### src/htbd_pkg.sv
// shared types and constants for the huffman tree bit decoder
package htbd_pkg;

    localparam int TREE_NODES = 512;
    localparam int TREE_AW    = $clog2(TREE_NODES);
    localparam int IDX_W      = 9;
    localparam int SYM_W      = 8;
    localparam int BYTE_BITS  = 8;
    localparam int CNT_W      = 4;
    localparam int BIT_W      = 3;

    localparam logic KIND_NODE = 1'b0;
    localparam logic KIND_DATA = 1'b1;

    typedef struct packed {
        logic             kind;
        logic [IDX_W-1:0] node_index;
        logic [IDX_W-1:0] left_child;
        logic [IDX_W-1:0] right_child;
        logic             is_leaf;
        logic [SYM_W-1:0] leaf_symbol;
        logic [SYM_W-1:0] data_byte;
        logic             final_byte;
    } t_in_word;

    typedef struct packed {
        logic [SYM_W-1:0] symbol;
        logic             run_end;
    } t_out_word;

    typedef struct packed {
        logic [IDX_W-1:0] left;
        logic [IDX_W-1:0] right;
        logic             leaf;
        logic [SYM_W-1:0] symbol;
    } t_node;

    typedef struct packed {
        logic             node_wr;
        logic             start;
        logic             step;
        logic             resolve;
        logic             flush;
        logic [BIT_W-1:0] bit_idx;
    } t_cmd;

    typedef struct packed {
        logic stall;
        logic pend_valid;
    } t_sts;

endpackage

### src/htbd_ctrl.sv
// controller: input handshake, bit counter and sequencing state machine
module htbd_ctrl (
    input  logic               i_clk,
    input  logic               i_rst_n,
    input  logic               i_in_valid,
    output logic               o_in_ready,
    input  htbd_pkg::t_in_word i_in,
    input  logic               i_cfg_we,
    input  logic [htbd_pkg::CNT_W-1:0] i_cfg_wdata,
    input  htbd_pkg::t_sts     i_sts,
    output htbd_pkg::t_cmd     o_cmd
);

    typedef enum logic [3:0] {
        S_IDLE  = 4'b0001,
        S_BIT   = 4'b0010,
        S_LAST  = 4'b0100,
        S_FLUSH = 4'b1000
    } t_state;

    t_state r_state;
    t_state n_state;
    logic [htbd_pkg::BIT_W-1:0] r_cnt;
    logic [htbd_pkg::BIT_W-1:0] n_cnt;
    logic [htbd_pkg::CNT_W-1:0] r_nbits;
    logic [htbd_pkg::CNT_W-1:0] n_nbits;
    logic [htbd_pkg::CNT_W-1:0] r_cfg;
    logic [htbd_pkg::CNT_W-1:0] last_bits;
    logic [htbd_pkg::CNT_W-1:0] byte_bits;
    logic accept;

    always_comb begin
        last_bits = (r_cfg > htbd_pkg::CNT_W'(htbd_pkg::BYTE_BITS))
                  ? htbd_pkg::CNT_W'(htbd_pkg::BYTE_BITS) : r_cfg;
        byte_bits = i_in.final_byte ? last_bits : htbd_pkg::CNT_W'(htbd_pkg::BYTE_BITS);
        accept    = i_in_valid && (r_state == S_IDLE);

        o_cmd.node_wr = accept && (i_in.kind == htbd_pkg::KIND_NODE);
        o_cmd.start   = accept && (i_in.kind == htbd_pkg::KIND_DATA);
        o_cmd.step    = (r_state == S_BIT);
        o_cmd.resolve = (r_state == S_BIT) || (r_state == S_LAST);
        o_cmd.flush   = (r_state == S_FLUSH);
        o_cmd.bit_idx = r_cnt;

        n_state = r_state;
        n_cnt   = r_cnt;
        n_nbits = r_nbits;
        case (r_state)
            S_IDLE: begin
                if (o_cmd.start) begin
                    n_nbits = byte_bits;
                    n_cnt   = '0;
                    n_state = (byte_bits == '0) ? S_FLUSH : S_BIT;
                end
            end
            S_BIT: begin
                if (!i_sts.stall) begin
                    if (({1'b0, r_cnt} + 4'd1) == r_nbits) begin
                        n_state = S_LAST;
                    end else begin
                        n_cnt = r_cnt + 3'd1;
                    end
                end
            end
            S_LAST: begin
                if (!i_sts.stall) begin
                    n_state = S_FLUSH;
                end
            end
            S_FLUSH: begin
                if (!i_sts.stall) begin
                    n_state = S_IDLE;
                end
            end
            default: begin
                n_state = S_IDLE;
            end
        endcase
    end

    always_ff @(posedge i_clk) begin
        if (!i_rst_n) begin
            r_state <= S_IDLE;
            r_cnt   <= '0;
            r_nbits <= '0;
            r_cfg   <= htbd_pkg::CNT_W'(htbd_pkg::BYTE_BITS);
        end else begin
            r_state <= n_state;
            r_cnt   <= n_cnt;
            r_nbits <= n_nbits;
            if (i_cfg_we) begin
                r_cfg <= i_cfg_wdata;
            end
        end
    end

    assign o_in_ready = (r_state == S_IDLE);

    a_state_onehot: assert property (@(posedge i_clk) disable iff (!i_rst_n)
        $onehot(r_state))
        else $error("state register not one-hot");

    a_cnt_in_range: assert property (@(posedge i_clk) disable iff (!i_rst_n)
        (r_state == S_BIT) |-> ({1'b0, r_cnt} < r_nbits))
        else $error("bit counter past bit count");

    a_idle_drained: assert property (@(posedge i_clk) disable iff (!i_rst_n)
        (r_state == S_IDLE) |-> !i_sts.pend_valid)
        else $error("symbol held while idle");

endmodule

### config.mk
export PLATFORM = sky130hd
export DESIGN_NAME = htbd_ctrl
export DESIGN_NICKNAME = d
export VERILOG_FILES = /design/src/htbd_pkg.sv /design/src/htbd_ctrl.sv
export SDC_FILE = /design/constraint.sdc
export NUM_CORES = 1
export LEC_CHECK = 0
export ABC_AREA = 1
export BUFFER_PORTS_ARGS = -buffer_cell sky130_fd_sc_hd__buf_2
export CAP_MARGIN = 0
export CORE_AREA = 2 2 51 53
export DETAILED_ROUTE_END_ITERATION = 10
export DIE_AREA = 0 0 53 55
export PLACE_DENSITY = 0.83
export SETUP_SLACK_MARGIN = 0.02
export SLEW_MARGIN = 20
export SYNTH_ARGS = -nofsm -noshare
export SYNTH_HDL_FRONTEND = slang
export SYNTH_SLANG_ARGS = --single-unit
### constraint.sdc
create_clock -name i_clk -period 2 [get_ports i_clk]
set_input_delay 0.1 -clock i_clk [delete_from_list [all_inputs] [get_ports i_clk]]
set_output_delay 0.1 -clock i_clk [all_outputs]
set_load 0.02 [all_outputs]
## Yosys cells after proc, flatten, opt, wreduce, memory -nomap -nowiden

Index checks and enable logic that the tools add are counted.

- Flip-flop bits (word level): 15
- Bits of input ports: 56
- Output and inout bits: 9
- Logic and storage cells: 41

- Add/subtract/negate cells: 2
- Magnitude comparators: 1
- Equal/unequal tests: 11
- Multiplexer cells: 13
- Bitwise gates (word level): 1
- Reductions and logical operators: 9

Operators with widths:

| cell | count |
|---|---|
| $mux W4 | 8 |
| $pmux W4 S4 | 1 |
| $mux W3 | 3 |
| $ne A2 B2 Y1 const B | 4 |
| $pmux W3 S2 | 1 |
| $reduce_and A5 Y1 | 1 |
| $add A3 B1 Y4 const B | 1 |
| $eq A4 B1 Y1 const B | 1 |
| $eq A4 B2 Y1 const B | 1 |
| $eq A4 B3 Y1 const B | 1 |
| $eq A4 B4 Y1 | 1 |
| $eq A4 B4 Y1 const B | 1 |
| $gt A4 B4 Y1 const B | 1 |
| $logic_not A4 Y1 | 1 |
| $ne A2 B1 Y1 const B | 2 |
| $reduce_and A4 Y1 | 1 |
| $add A3 B1 Y3 const B | 1 |
| $logic_and A1 B1 Y1 | 3 |
| $reduce_and A2 Y1 | 1 |
| $reduce_bool A2 Y1 | 1 |
| $logic_or A1 B1 Y1 | 1 |
| $not A1 Y1 | 1 |

## Depth between registers and ports, before layout

Gate-level depths: netlist of run 1.

- Word-level depth: 7
- Mapped depth: 12
- Mapped depth without buffers: 12

## Worst setup path before layout of run 1

OpenSTA, ideal clock, no wires.

- Path type: reg2reg
- From: reg r_cnt[0] (netlist name)
- To: reg r_cnt[1] (netlist name)
- Library setup time: 0.113 ns
- Arrival: 1.462 ns
- Required time: 1.887 ns
- Path slack: 0.425 ns
- Stages on the path, launching flop included: 12
- Buffers on the path: 0
- Period minus slack after synthesis: 1.575 ns
- Path through: dfxtp_1 > ha_1 > nand2_1 > nand2_1 > nor2_1 > nand3_1 > nand2_4 > nand2_4 > nand2_2 > nand2_1 > nand2_1 > nor2_1

- Word-level cells in the longest chain between the ends: 4
- Elaborated cells between the ends (all ways): 8
- Those cells by class: add/sub (2); eq/ne (2); mux (3); reduce/logical (1)

RTL lines:

| item | RTL line | source |
|---|---|---|
| from (decl) | htbd_ctrl.sv:23 | `logic [htbd_pkg::BIT_W-1:0] r_cnt;` |
| from (signal assigned) | htbd_ctrl.sv:89 | `r_cnt <= n_cnt;` |
| $add A3 B1 Y4 or $add A3 B1 Y3 (tied branches) | htbd_ctrl.sv:58, htbd_ctrl.sv:61 |  |
| $eq A4 B4 Y1 or $mux W3 (tied branches) | htbd_ctrl.sv:58 | `if (({1'b0, r_cnt} + 4'd1) == r_nbits) begin` |
| $ne A2 B2 Y1 (no source line) or $mux W3 (tied branches) | -- |  |
| $reduce_and A4 Y1 (no source line) or $pmux W3 S2 (tied branches) | -- |  |

Several ways; a longest one is shown, not always the timed one. The select of a mux whose other input is x is not followed.
A chain may end at the register's enable or synchronous reset.

## Worst setup path after layout of run 1

Same ends and word-level chain as after synthesis.

==> impl_metrics.env, run 1 <==
export IMPL_worst_path_max_delay_cell="dfxtp_1"
export IMPL_met3_usage=0.0403
export IMPL_h_tree_depth=1
export IMPL_place_congestion=0.784
export IMPL_die_area_um2=2920
export IMPL_period_minus_slack_ns=1.60
export IMPL_post_cts_setup_buffers=0
export IMPL_track_usage=0.136
export IMPL_crit_top_cell="nand2_1"
export IMPL_fin_crit_sh=0.802
export IMPL_rows=18
export IMPL_yosysMostFrequentCell="nand2_1"
export IMPL_postCtsHoldBufs=0
export IMPL_fin_nets=210
export IMPL_finalSetupTns_ns=0
export IMPL_min_path_type="in -> reg"
export IMPL_hpwl_mm=1.37
export IMPL_ys_ff_latch=15
export IMPL_die_h_um=55
export IMPL_tightest_slew_ns=0.278
export IMPL_power_leakage_nw=0.510
export IMPL_drtIter0Drc=7
export IMPL_drc=0
export IMPL_area_growth_pct=17.4
export IMPL_drtPass1Iterations=4
export IMPL_wirelength_mm=1.71
export IMPL_cts_tree="yes"
export IMPL_reg2reg_to="r_cnt[1]$_SDFFE_PN0P_"
export IMPL_cts_made_buffers=3
export IMPL_seq_area_frac_synth=0.329
export IMPL_avgSynthCellArea_um2=7.02
export IMPL_drt_vias_per_instance=4.54
export IMPL_rsz0062_at_grt="no"
export IMPL_cp_start_kind="flip-flop"
export IMPL_hold_path_depth=3
export IMPL_fin_hold_ws_ns=0.0113
export IMPL_grt_max_degree=12
export IMPL_cts_resized=0
export IMPL_reg2reg_slack_ns=0.40
export IMPL_synthesis_area_um2=912
export IMPL_syn_num_nets=187
export IMPL_grt_pass1_vias=693
export IMPL_r2r_cells=12
export IMPL_wl_per_cell_um=9.41
export IMPL_antenna_found_initial=0
export IMPL_fill_cells=249
export IMPL_min_to="r_cfg[3]$_SDFFE_PN1P_"
export IMPL_synth_top_cell_area_share=0.329
export IMPL_multi_input_area_um2=517
export IMPL_place_worst_setup_slack_ns=0.413
export IMPL_max_cap_violations=0
export IMPL_n_antenna_cell=0
export IMPL_final_layout_size_suffix_gt1_frac=0.283
export IMPL_crit_required_ns=2.19
export IMPL_yosysWarnings=0
export IMPL_setup_slack_ns=0.396
export IMPL_clock_latency_ns=0.29
export IMPL_use_met2=0.235
export IMPL_synthFlopType="dfxtp_1"
export IMPL_hold_start="i_cfg_wdata[3]"
export IMPL_grt_pass1_wl_mm=2.87
export IMPL_syn_inst=130
export IMPL_reg2reg_from="r_cnt[0]$_SDFFE_PN0P_"
export IMPL_regArea_um2=300
export IMPL_core_um2=2360
export IMPL_synthTopCellsByCount="30 x nand2_1, 19 x inv_1, 18 x nor2_1, 15 x dfxtp_1, 8 x a21oi_1"
export IMPL_clockRootBuffer="clkbuf_4"
export IMPL_cts_buffer_depth=2
export IMPL_die_w_um=53
export IMPL_synth_area_top_cells="dfxtp_1 33%, nand2_1 12%, inv_1 7.8%"
export IMPL_status="finished, final reports clean"
export IMPL_async_flop_share=0
export IMPL_busiest_layer="met2"
export IMPL_portBuffers=19
export IMPL_worst_clock_skew_ns=0.00355
export IMPL_finalMaxSlewViolations=0
export IMPL_critPathMaxStageDelay_ns=0.46
export IMPL_p_total_mw=1.34
export IMPL_worstPathArrival_ns=1.80
export IMPL_powerDensity_nw_per_um2=1250
export IMPL_grt_ovfl_total=0
export IMPL_ios=65
export IMPL_yosysUniqueCellTypes=26
export IMPL_placed_area_um2=1040
export IMPL_hold_viol=0
export IMPL_yosysTopAreaCell="dfxtp_1"
export IMPL_start_util=0.386
export IMPL_fmax_mhz=623
export IMPL_end_kind="flip-flop"
export IMPL_worstPathCellList="ha_1 > inv_1 > nand2_1 > nand3_1 > nand2_1 > nand3_1 > nand2_4 > nand2_4 > nand2_2 > nand2_1 > nand2_1 > nor2_1"
export IMPL_postLayoutCellArea_um2=1070
export IMPL_worstPathMaxFanout=7
export IMPL_max_vdd_ir_drop_mv=0.960
export IMPL_path_clk_slew_ns=0.10
export IMPL_grt_use_met1=0.165
export IMPL_synth_edf_count=0
export IMPL_via_count=827
export IMPL_worstSetupPathType="reg -> reg"
export IMPL_relSlewSlack=0.814
export IMPL_final_antenna_net_count=0
export IMPL_setup_viol=0
export IMPL_cts_sinks=15
## layout make-up
type                    count  share of cell area
clock inverters             1             0.00701
repair buffers             19              0.0888
inverters                  23              0.0853
flip-flops and latches     15               0.280
multi-input cells          91               0.482
clock buffers               3              0.0210
well taps                  30              0.0350
## cell usage in the layout (no fill, tap or decap)
cell,count
nand2_2,3
inv_2,3
buf_2,19
nand3_2,1
inv_1,19
a21oi_4,1
nor3_4,1
nor3_2,1
ha_1,1
nor2_2,1
o21ai_2,1
nand3_1,7
a211oi_1,2
a21oi_1,8
o21ai_0,3
nor2_1,18
nand3_4,2
clkbuf_4,3
dfxtp_1,15
nand4_1,5
nand2_1,30
nor2_4,1
clkinvlp_4,1
nand2_4,2
a22oi_1,1
a21oi_2,1
clkinv_4,1
o21ai_4,1
## registers in the layout, summed over array words and instances, names as in the netlist
| signal | count |
|---|---|
| r_nbits | 4 |
| r_state | 4 |
| r_cfg | 4 |
| r_cnt | 3 |
## stage by stage
stage	instances	utilization
CTS	182	0.453
global placement	178	0.440
finish	182	0.453
global route	182	0.453
detailed placement	178	0.440
floorplan	130	-
## critical path: cells and delay by family, from the launching register on
| family | cells | cell delay (ns) |
|---|---|---|
| DFF | 1 | 0.46 |
| and+or+nand+nor | 10 | 0.73 |
| adders and majority gates | 1 | 0.25 |
| buffers and inverters | 1 | 0.07 |
## cell families (layout without fill, tap and decap cells)
| logic type | count (synthesis) | in the layout | share of synthesized area |
|---|---|---|---|
| buf+inv | 24 | 46 | 0.104 |
| compound gates | 18 | 18 | 0.140 |
| flops | 15 | 15 | 0.329 |
| simple gates | 72 | 72 | 0.413 |
| fa+ha+maj | 1 | 1 | 0.0137 |
## power by group
group          internal, mW  switching [mW]  total [mW]  leakage [nW]
clock                0.0760           0.106       0.182        0.0139
combinational         0.260           0.468       0.728         0.373
sequential            0.359          0.0669       0.426         0.123
## worst max-delay path by stage
stage                          start                     to  slack [ns]  cells past startpoint
2_1_floorplan  r_cnt[0]$_SDFFE_PN0P_  r_cnt[1]$_SDFFE_PN0P_        0.43                     11
3_3_place_gp   r_cnt[0]$_SDFFE_PN0P_  r_cnt[1]$_SDFFE_PN0P_        0.44                     11
3_5_place_dp   r_cnt[0]$_SDFFE_PN0P_  r_cnt[2]$_SDFFE_PN0P_        0.41                     12
4_1_cts        r_cnt[0]$_SDFFE_PN0P_  r_cnt[2]$_SDFFE_PN0P_        0.40                     12
5_1_grt        r_cnt[0]$_SDFFE_PN0P_  r_cnt[2]$_SDFFE_PN0P_        0.26                     12
6_report       r_cnt[0]$_SDFFE_PN0P_  r_cnt[1]$_SDFFE_PN0P_        0.40                     12
## per-layer routing
layer	vias to the layer above	share of wire
met4	0	0.0041
met3	2	0.047
li1	460	-
met2	20	0.45
met5	-	0
met1	345	0.50
Power figures use the tool's default switching activity.
==> inputs of run 2 (changes only) <==
ABC_AREA = 0   (was 1)
clock period = 1.5 ns   (was 2 ns; I/O delays follow)
==> run 2 against run 1 <==
  * The run now ends with setup timing left
  * Global-route usage rose by 3.0 points
  * Critical path depth fell by 7
  * Worst setup slack got worse by 0.61 ns
  * Combinational power grew 36%
  * Critical endpoint is now r_state[0]$_SDFFE_PN1P_
  * Largest cell class unchanged
==> impl_metrics.env, run 2 <==
export IMPL_hold_viol=0
export IMPL_synth_top_cell_area_share=0.328
export IMPL_worst_path_max_delay_cell="a2111oi_4"
export IMPL_hpwl_mm=1.62
export IMPL_h_tree_depth=1
export IMPL_p_int_mw=1.03
export IMPL_via_count=883
export IMPL_tightest_slew_ns=0.479
export IMPL_layout_cells_non_filler=166
export IMPL_power_leakage_nw=0.550
export IMPL_multi_input_area_um2=621
export IMPL_clkPwrFrac=0.138
export IMPL_fmax_mhz=583
export IMPL_cp_num_buf_inv=0
export IMPL_drt_vias_per_instance=5.32
export IMPL_finalSetupTns_ns=-1.66
export IMPL_synth_compound_area_frac=0.163
export IMPL_rows=18
export IMPL_setup_slack_ns=-0.216
export IMPL_place_congestion=0.812
export IMPL_syn_inst=98
export IMPL_relSlewSlack=0.680
export IMPL_min_path_type="in -> reg"
export IMPL_synthSimpleGateAreaFrac=0.249
export IMPL_fin_crit_sh=1.14
export IMPL_cts_buffer_depth=2
export IMPL_synth_area_top_cells="dfxtp_1 33%, mux2i_1 9.8%, nand2_1 6.1%"
export IMPL_synth_top_family_by_area="simple AND/OR/NAND/NOR gates"
export IMPL_rsz0062_at_grt="yes"
export IMPL_seq_area_frac_synth=0.328
export IMPL_powerDensity_nw_per_um2=1290
export IMPL_power_switching_uw=673
export IMPL_combPwrFrac=0.581
export IMPL_cp_start_kind="flip-flop"
export IMPL_area_growth_pct=44.3
export IMPL_drtIter0Drc=13
export IMPL_violations="setup timing"
export IMPL_clock_latency_ns=0.28
export IMPL_core_um2=2360
export IMPL_synthXorXnorAreaFrac=0.0642
export IMPL_worst_clock_skew_ns=0.00516
export IMPL_die_w_um=53
export IMPL_wl_per_cell_um=14.2
export IMPL_critPathMaxStageDelay_ns=0.43
export IMPL_period_minus_slack_ns=1.72
export IMPL_path_clk_slew_ns=0.10
export IMPL_crit_family="compound AO/OA/AOI/OAI gates"
export IMPL_cts_made_buffers=3
export IMPL_fin_nets=194
export IMPL_grt_ovfl_total=0
export IMPL_grt_pass1_vias=832
export IMPL_status="complete, but fails checks"
export IMPL_synth_fa_ha_area_frac=0.0137
export IMPL_placed_area_um2=1140
export IMPL_n_antenna_cell=0
export IMPL_worstPathArrival_ns=1.92
export IMPL_cts_tree="yes"
export IMPL_max_cap_violations=0
export IMPL_p_seq_frac=0.282
export IMPL_finalMaxSlewViolations=0
export IMPL_portBuffers=19
export IMPL_max_vdd_ir_drop_mv=0.956
export IMPL_grt_max_degree=12
export IMPL_die_h_um=55
export IMPL_worstPathCellList="ha_4 > xor2_2 > a2111oi_4 > o211ai_2 > o31ai_1"
export IMPL_ios=65
export IMPL_cts_sinks=15
export IMPL_antenna_found_initial=0
export IMPL_die_area_um2=2920
export IMPL_place_inst=153
export IMPL_yosysTopAreaCell="dfxtp_1"
export IMPL_synthMuxAreaShare=0.0984
export IMPL_drc=0
export IMPL_regArea_um2=315
export IMPL_drtPass1Iterations=4
export IMPL_synthFlopType="dfxtp_1"
export IMPL_final_antenna_net_count=0
export IMPL_fill_cells=207
export IMPL_grt_pass1_wl_mm=3.58
export IMPL_end_kind="flip-flop"
export IMPL_avgSynthCellArea_um2=9.35
export IMPL_async_flop_share=0
export IMPL_reg_top3="r_cfg (4), r_nbits (4), r_state (4)"
export IMPL_yosysUniqueCellTypes=40
export IMPL_crit_required_ns=1.70
export IMPL_layout_commonest_cell="buf_4"
export IMPL_syn_num_nets=155
export IMPL_final_layout_size_suffix_gt1_frac=0.551
export IMPL_ys_ff_latch=15
export IMPL_track_usage=0.167
export IMPL_synthTopCellsByCount="15 x dfxtp_1, 15 x nand2_1, 9 x mux2i_1, 6 x nor2_1"
export IMPL_clockRootBuffer="clkbuf_4"
export IMPL_start_util=0.387
export IMPL_yosysWarnings=0
export IMPL_most_common_layout_cells="20 x buf_4, 15 x nand2_1, 14 x buf_2"
export IMPL_wirelength_mm=2.36
export IMPL_p_sw_frac=0.395
export IMPL_synthesis_area_um2=916
export IMPL_worstSetupPathType="reg -> reg"
export IMPL_setup_viol=12
export IMPL_p_total_mw=1.70
export IMPL_synth_edf_count=0
export IMPL_postLayoutCellArea_um2=1320
export IMPL_worstPathMaxFanout=4
-- run 2: metal layers --
layer | vias to the layer above | global-route usage | part of all wire
met5 | - | 0 | 0
met4 | 0 | 0.0299 | 0.030
met3 | 6 | 0.0403 | 0.043
met2 | 34 | 0.317 | 0.50
met1 | 414 | 0.191 | 0.43
li1 | 429 | - | -
-- run 2: cells by family after synthesis --
group,after synthesis
flops,15
buf+inv,11
fa+ha+maj,1
simple gates,40
compound gates,17
xor+xnor,5
mux,9
-- run 2: path summary, 6_finish.rpt --
check | start | to | slack, ns | cells past startpoint
worst min-delay path | i_cfg_wdata[3] | r_cfg[3]$_SDFFE_PN1P_ | 0.02 | 3
worst max register to register | r_cnt[0]$_SDFFE_PN0P_ | r_state[0]$_SDFFE_PN1P_ | -0.22 | 5
worst max-delay path | r_cnt[0]$_SDFFE_PN0P_ | r_state[0]$_SDFFE_PN1P_ | -0.22 | 5
worst min register to register | r_nbits[2]$_SDFFE_PN0P_ | r_nbits[2]$_SDFFE_PN0P_ | 0.48 | 2
-- run 2: worst min-delay path, delay by kind of cell --
kind / cells / cell delay, ns
buffers and inverters: 1 / 0.08
muxes: 1 / 0.06
and+or+nand+nor: 1 / 0.06
-- run 2: stage by stage --
| stage | worst slack (ns) | hold slack [ns] | util |
|---|---|---|---|
| 2_1_floorplan | -0.164 | 0.201 | - |
| 3_3_place_gp | -0.167 | 0.291 | 0.481 |
| 3_5_place_dp | -0.275 | 0.312 | 0.481 |
| 4_1_cts | -0.229 | 0.00964 | 0.540 |
| 5_1_grt | -0.288 | 0.0118 | 0.559 |
| 6_report | -0.216 | 0.0155 | 0.559 |
-- run 2: power groups by stage --
| stage | logic, mW | clock network [mW] | registers [mW] |
|---|---|---|---|
| 3_3_place_gp | 0.720 | 0 | 0.483 |
| 4_1_cts | 0.936 | 0.243 | 0.483 |
| 2_1_floorplan | 0.544 | 0 | 0.479 |
| 5_1_grt | 1.05 | 0.262 | 0.482 |
| 3_5_place_dp | 0.743 | 0 | 0.487 |
| 6_report | 0.989 | 0.234 | 0.480 |
-- run 2: cell type report --
type,instances,share of cell area
multi-input combinational,72,0.470
sequential,15,0.239
timing repair buffer,40,0.218
tap,30,0.0284
inverter,5,0.0246
clock buffer,3,0.0170
clock inverter,1,0.00379
-- run 2: repair_timing --
item / 4_1_cts / 5_1_grt
pin swaps: 5 / 4
endpoints found under the setup margin: 12 / 16
resized for setup: 17 / 9
hold buffers: 0 / 0
setup buffers: 7 / 3
==> inputs of run 3 (changes only) <==
CORE_AREA = 2 2 50 52   (was 2 2 51 53)
CTS_BUF_LIST = sky130_fd_sc_hd__clkbuf_4 sky130_fd_sc_hd__clkbuf_8   (was not set)
DIE_AREA = 0 0 52 54   (was 0 0 53 55)
PLACE_DENSITY = 0.86   (was 0.83)
==> run 3 against run 2 <==
  * The run still ends with setup timing left
  * Maximum frequency grew 1.8%
  * Sequential power rose by 3%
  * Flip-flop and latch count did not move
  * Register-to-register slack gained 0.03 ns
  * Cell area increased by 2.2%
  * Sequential share of layout area shrank 0.51 points
  * Core utilization grew 2.3 points
  * Via count up 3.6%
  * Combinational power about the same
  * Critical path type unchanged
==> impl_metrics.env, run 3 (synthesis gave the netlist of run 2 again) <==
export IMPL_fin_nets=199
export IMPL_status="complete, but fails checks"
export IMPL_fin_crit_sh=1.12
export IMPL_hold_start="i_cfg_wdata[2]"
export IMPL_setup_slack_ns=-0.184
export IMPL_cts_tree="yes"
export IMPL_finalSetupTns_ns=-1.85
export IMPL_finalMaxSlewViolations=0
export IMPL_final_layout_size_suffix_gt1_frac=0.546
export IMPL_antenna_found_initial=0
export IMPL_powerDensity_nw_per_um2=1300
export IMPL_die_area_um2=2810
export IMPL_cts_buffer_depth=2
export IMPL_worstSetupPathType="reg -> reg"
export IMPL_clockRootBuffer="clkbuf_4"
export IMPL_hold_viol=0
export IMPL_n_antenna_cell=0
export IMPL_ios=65
export IMPL_hpwl_mm=1.61
export IMPL_drtIter0Drc=25
export IMPL_p_int_mw=1.08
export IMPL_reg2reg_slack_ns=-0.18
export IMPL_r2r_cells=6
export IMPL_setup_viol=14
export IMPL_die_h_um=54
export IMPL_place_congestion=0.879
export IMPL_reg2reg_from="r_cnt[0]$_SDFFE_PN0P_"
export IMPL_layout_commonest_cell="buf_4"
export IMPL_area_growth_pct=47.4
export IMPL_violations="setup timing"
export IMPL_reg_top3="r_cfg (4), r_nbits (4), r_state (4)"
export IMPL_drt_vias_per_instance=5.35
export IMPL_path_clk_slew_ns=0.10
export IMPL_power_switching_uw=680
export IMPL_p_sw_frac=0.387
export IMPL_track_usage=0.189
export IMPL_die_w_um=52
export IMPL_core_um2=2320
export IMPL_grt_pass1_wl_mm=3.89
export IMPL_hold_path_depth=3
export IMPL_relSlewSlack=0.700
export IMPL_combPwrFrac=0.576
export IMPL_wirelength_mm=2.46
export IMPL_worst_clock_skew_ns=0.00437
export IMPL_grt_max_degree=12
export IMPL_min_to="r_cfg[2]$_SDFFE_PN0P_"
export IMPL_most_common_layout_cells="22 x buf_4, 15 x nand2_1, 15 x buf_2"
export IMPL_drtPass1Iterations=4
export IMPL_grt_ovfl_total=0
export IMPL_cts_sinks=15
export IMPL_p_seq_frac=0.282
export IMPL_clock_latency_ns=0.29
export IMPL_rows=18
export IMPL_cp_start_kind="flip-flop"
export IMPL_portBuffers=19
export IMPL_end_kind="flip-flop"
export IMPL_worstPathArrival_ns=1.87
export IMPL_fin_hold_ws_ns=0.0254
export IMPL_max_cap_violations=0
export IMPL_period_minus_slack_ns=1.68
export IMPL_cts_made_buffers=3
export IMPL_fill_cells=196
export IMPL_drc=0
export IMPL_reg2reg_to="r_cnt[1]$_SDFFE_PN0P_"
export IMPL_tightest_slew_ns=0.450
export IMPL_clkPwrFrac=0.142
export IMPL_max_vdd_ir_drop_mv=0.995
export IMPL_start_util=0.395
export IMPL_rsz0062_at_grt="yes"
export IMPL_worstPathMaxFanout=3
export IMPL_fmax_mhz=594
export IMPL_wl_per_cell_um=14.4
export IMPL_crit_required_ns=1.69
export IMPL_grt_pass1_vias=842
export IMPL_final_antenna_net_count=0
export IMPL_power_leakage_nw=0.567
export IMPL_min_path_type="in -> reg"
export IMPL_h_tree_depth=1
export IMPL_via_count=915
==> run 3: worst max path at each step <==
stage	startpoint	end	slack, ns	cells past startpoint
after floorplan	r_cnt[0]$_SDFFE_PN0P_	r_state[0]$_SDFFE_PN1P_	-0.16	5
after global placement	r_nbits[2]$_SDFFE_PN0P_	r_state[0]$_SDFFE_PN1P_	-0.16	4
after detailed placement	r_nbits[2]$_SDFFE_PN0P_	r_state[3]$_SDFFE_PN0P_	-0.21	4
after CTS	r_cnt[0]$_SDFFE_PN0P_	r_state[0]$_SDFFE_PN1P_	-0.18	5
after global routing	r_cnt[0]$_SDFFE_PN0P_	r_state[0]$_SDFFE_PN1P_	-0.27	5
final	r_cnt[0]$_SDFFE_PN0P_	r_cnt[1]$_SDFFE_PN0P_	-0.18	6
==> run 3: power by group through the flow <==
stage	registers (mW)	clock network [mW]	logic [mW]
after CTS	0.482	0.247	0.907
after detailed placement	0.488	0	0.713
after global routing	0.503	0.272	1.08
final	0.496	0.249	1.01
after floorplan	0.479	0	0.544
after global placement	0.486	0	0.697
==> run 3: cell type report <==
type,count,area (µm²),share of cell area
clock buffers,3,22.5,0.0167
clock inverters,1,5.00,0.00371
inverters,5,32.5,0.0241
multi-input cells,72,608,0.450
flip-flops and latches,15,315,0.234
well taps,30,37.5,0.0278
repair buffers,45,329,0.244
==> run 3: timing repair <==
| item | in CTS | in global routing |
|---|---|---|
| setup endpoints to repair | 11 | 15 |
| resized for setup | 13 | 10 |
| hold buffers | 1 | 0 |
| hold endpoints to repair | 1 | 0 |
| pin swaps | 4 | 4 |
| buffers inserted | 7 | 5 |
==> run 3: critical path, stage by stage (launching register included) <==
cell	delay, ns
dfxtp_4	0.37
ha_4	0.25
xor2_2	0.16
a2111oi_4	0.41
buf_4	0.19
a21oi_2	0.07
mux2i_1	0.13
==> run 3: stage by stage <==
stage	worst slack, ns	instances	utilization	power (mW)	cell area (µm²)
2_1_floorplan	-0.164	98	-	1.02	963
6_report	-0.184	171	0.582	1.76	1350
5_1_grt	-0.267	171	0.582	1.86	1350
3_5_place_dp	-0.211	154	0.494	1.20	1140
3_3_place_gp	-0.163	154	0.494	1.18	1140
4_1_cts	-0.185	166	0.550	1.64	1270
==> run 3: layer usage <==
layer  routed length (µm)  global-route usage
met1                  979               0.215
met2                 1320               0.346
met3                  104              0.0194
met4                   58               0.101
met5                    0                   0
